[config.mk]
export PLATFORM = sky130hd
export DESIGN_NAME = ffhba_ram
export DESIGN_NICKNAME = d
export VERILOG_FILES = /design/src/rtl/core/ffhba_ram.sv
export SDC_FILE = /design/constraint.sdc
export NUM_CORES = 2
export LEC_CHECK = 0
export BUFFER_PORTS_ARGS = -buffer_cell sky130_fd_sc_hd__buf_2
export CELL_PAD_IN_SITES_DETAIL_PLACEMENT = 0
export CELL_PAD_IN_SITES_GLOBAL_PLACEMENT = 1
export CORE_MARGIN = 2
export CORE_UTILIZATION = 55
export DETAILED_ROUTE_END_ITERATION = 10
export PLACE_DENSITY = 0.89
export SETUP_SLACK_MARGIN = 0.05
export SYNTH_ARGS = -nofsm -noshare
export SYNTH_HDL_FRONTEND = slang
export SYNTH_SLANG_ARGS = --single-unit
export TNS_END_PERCENT = 30
[constraint.sdc]
create_clock -name clk -period 3.3 [get_ports clk]
set_input_delay 0.99 -clock clk [delete_from_list [all_inputs] [get_ports clk]]
set_output_delay 0.99 -clock clk [all_outputs]
set_load 0.01 [all_outputs]
[src/rtl/core/ffhba_ram.sv]
// Generic single-port-write, single-port-read RAM with registered read data.
`timescale 1ns / 1ps

module ffhba_ram #(
  parameter int WIDTH = 8,
  parameter int DEPTH = 256
) (
  input  logic                     clk,
  input  logic                     we,
  input  logic [$clog2(DEPTH)-1:0] waddr,
  input  logic [WIDTH-1:0]         wdata,
  input  logic [$clog2(DEPTH)-1:0] raddr,
  output logic [WIDTH-1:0]         rdata
);

  logic [WIDTH-1:0] mem [DEPTH];

  // Write port
  always_ff @(posedge clk) begin
    if (we) begin
      mem[waddr] <= wdata;
    end
  end

  // Registered read port
  always_ff @(posedge clk) begin
    rdata <= mem[raddr];
  end

endmodule

==> run_results.csv <==
group,metric,value,unit
yosys,synth-compound-area-share,3.42,%
yosys,ys.flop_type,"edfxtp_1",
timing,final-max-slew-violation-count,0,
min_path,worstHoldPathType,"in2reg",
placement,place_area,0.0861,sq mm
yosys,synth_fa_ha_area_share,0,%
global_routing,grt_pass1_vias,42900,
yosys,synth_top_area_share,77.3,%
clock_network,cts_tree,"done",
worst_setup_path,arrival,3790,ps
floorplanning,coreArea,0.144,sq mm
floorplanning,dieArea,0.148,sq mm
global_routing,grt_max_degree,100,
worst_setup_path,start_kind,"input pin",
placement,pre_cts_ws,-479,ps
yosys,synth-async-reset-ratio,0,%
pwr,cellLeakagePower,29.9,nW
route,wl_per_cell,32.5,um
yosys,yosys.cell_types.count,55,
finish,fin_area,0.0925,sq mm
clock_network,cts_resized,0,
floorplanning,ios,34,
pwr,power.density,585,mW/mm^2
pwr,ir_drop,0.464,mV
clock_network,clk_latency,830,ps
placement,dp.cells,6019,
finish,drive_above_1_share,30.8,%
clock_network,cts_buffers,193,
yosys,syn_nets,3759,
worst_setup_path,r2r_slack,470,ps
floorplanning,dieWidth,384,um
route,wirelength,207000,um
status,outcome,"finished with violations",
timing,post-route-period-util,92.8,%
finish,regArea,0.0617,sq mm
finish,multi_input_area,0.0165,sq mm
timing,rsz0062_at_grt,"false",
timing,relSlewSlack,32.3,%
route,first_iter_violations,6851,
yosys,ys_ff_latch,2056,
pwr,power,54.1,mW
clock_network,cts_setup_buffers,0,
global_routing,gr-total-overflow,0,
placement,place.port_buffers,33,
floorplanning,rows,139,
timing,post-route-min-period,3060,ps
route,via_per_inst,6.71,
clock_network,htree_levels,4,
clock_network,clockBufferDepth,3,
global_routing,grt_pass1_wl,300000,um
placement,gp_congestion,0.879,
yosys,synth_area_leaders,"edfxtp_1 77%, mux4_2 13%, mux2i_1 1.7%",
run,maxCapViolations,0,
timing,setup_viol,0,
yosys,ys_seq_area_share,77.5,%
timing,max_freq,327,MHz
worst_setup_path,cp_max_fo,16,
yosys,synth-edff-count,2048,
route,ant_nets,0,
finish,area_delta_synth_final,16.3,%
timing,setup_ws,239,ps
yosys,yosysTopAreaCell,"edfxtp_1",
timing,final_hold_viol_count,0,
clock_network,clock_sinks,2056,
route,drc_errors,12,
global_routing,grt_util_all_layers,28.4,%
yosys,syn_avg_cell_area,21.3,sq um
timing,worst-slew-pin-transition,1020,ps
route,vias,42900,
finish,nFillCells,8875,
yosys,synth_xor_area_share,0,%
yosys,yosys.area_share.simple,2.63,%
clock_network,ctsHoldBuffers,0,
timing,clock_skew,40.0,ps
timing,timing.hold.ws,459,ps
yosys,ys_warn_count,0,
finish,layout.nets,4337,
worst_setup_path,worstSetupPathType,"in2reg",
yosys,synth_top_family_by_area,"multiplexers",
floorplanning,initial_core_util,55.4,%
finish,finalNonFillerCells,6387,
yosys,synth_area,0.0796,sq mm
clock_network,clk_pin_slew,60,ps
worst_setup_path,crit_path_end_kind,"flop",
yosys,synthCells,3733,
route,drtPass1Iterations,9,
status,violations,"design-rule violations",
floorplanning,die_y,384,um
yosys,muxShareOfSynthArea,14.6,%
global_routing,antenna_found_initial,11,
worst_setup_path,required,4020,ps
placement,dp_hpwl,126000,um
clock_network,cts_root_buffer,"clkbuf_16",
[power by group]
group	internal (mW)	leakage, nW	total, mW	switching [mW]
Clock	12.6	3.13	22.3	9.72
Combinational	1.14	8.27	2.94	1.81
Sequential	28.8	18.5	28.8	0.0667
[Yosys cell counts (3+ instances only)]
master	n
and2_1	6
a22oi_1	133
a221oi_1	13
buf_8	13
nor2_1	282
a21oi_1	96
buf_1	22
o22ai_1	28
mux4_2	454
a211oi_1	16
or2_2	4
mux2i_1	134
dfxtp_1	8
o211ai_1	10
nor2b_1	31
nand2_1	33
nand2b_1	8
buf_12	8
buf_6	21
o22a_1	5
buf_2	31
o221ai_1	46
edfxtp_1	2048
nor4_2	3
clkbuf_1	111
nor3_1	22
nor4_1	24
a22o_1	8
nand3_1	34
o32ai_1	4
nand4_1	10
o21ai_0	10
buf_4	27
[registers in the layout, indices dropped and copies added (netlist names)]
signal  count
mem      2048
rdata       8
[cells in the final DEF (no fill, tap or decap), types with 47 or more instances in the layout]
master     instances
mux2i_1          134
a21oi_1           96
edfxtp_1        2048
buf_12            77
nor2_1           279
mux4_2           454
clkinv_2          47
buf_4            507
clkbuf_16        195
a22oi_1          133
[metrics by stage]
| stage | TNS (ps) | util (%) |
|---|---|---|
| 2_1_floorplan | 0 | - |
| 3_3_place_gp | -2870 | 59.9 |
| 3_5_place_dp | -3110 | 59.9 |
| 4_1_cts | 0 | 64.4 |
| 5_1_grt | 0 | 64.4 |
| 6_report | 0 | 64.4 |
[worst max-delay path, cell delays in order]
cell and delay (ps):
buf_8 170, buf_12 220, buf_4 190, buf_12 190, mux4_2 560, a22oi_1 190, a21oi_1 160, nor4_1 790
buf_4 240, nor4_2 40
[logic make-up after synthesis]
family,after synthesis
AOI/OAI and AO/OA,385
buffers and inverters,235
muxes,591
and+or+nand+nor,466
DFF,2056
[path summary, 6_finish.rpt]
kind / to / from / depth (start not counted)
worst max-delay path: rdata[2] / raddr[0] / 10
worst min-delay path: mem[152][2] / wdata[2] / 1
worst max register to register: rdata[3] / mem[24][3] / 8
worst min register to register: rdata[5] / mem[32][5] / 7
[layout make-up]
type | instances | share of cell area [%]
Sequential cell | 2056 | 66.7
Multi-Input combinational cell | 1442 | 17.8
Timing Repair Buffer | 616 | 6.05
Clock buffer | 227 | 5.45
Tap cell | 1903 | 2.57
Clock inverter | 133 | 1.43
Antenna cell | 8 | 0.0216
Inverter | 2 | 0.00812
[routing by layer]
metal | part of all wire (%) | global-route usage, %
met1 | 34 | 37.7
met2 | 48 | 44.9
met3 | 13 | 7.52
met4 | 4.4 | 11.8
met5 | 0.033 | 0
Note: power is estimated with default switching activity, not from simulation.
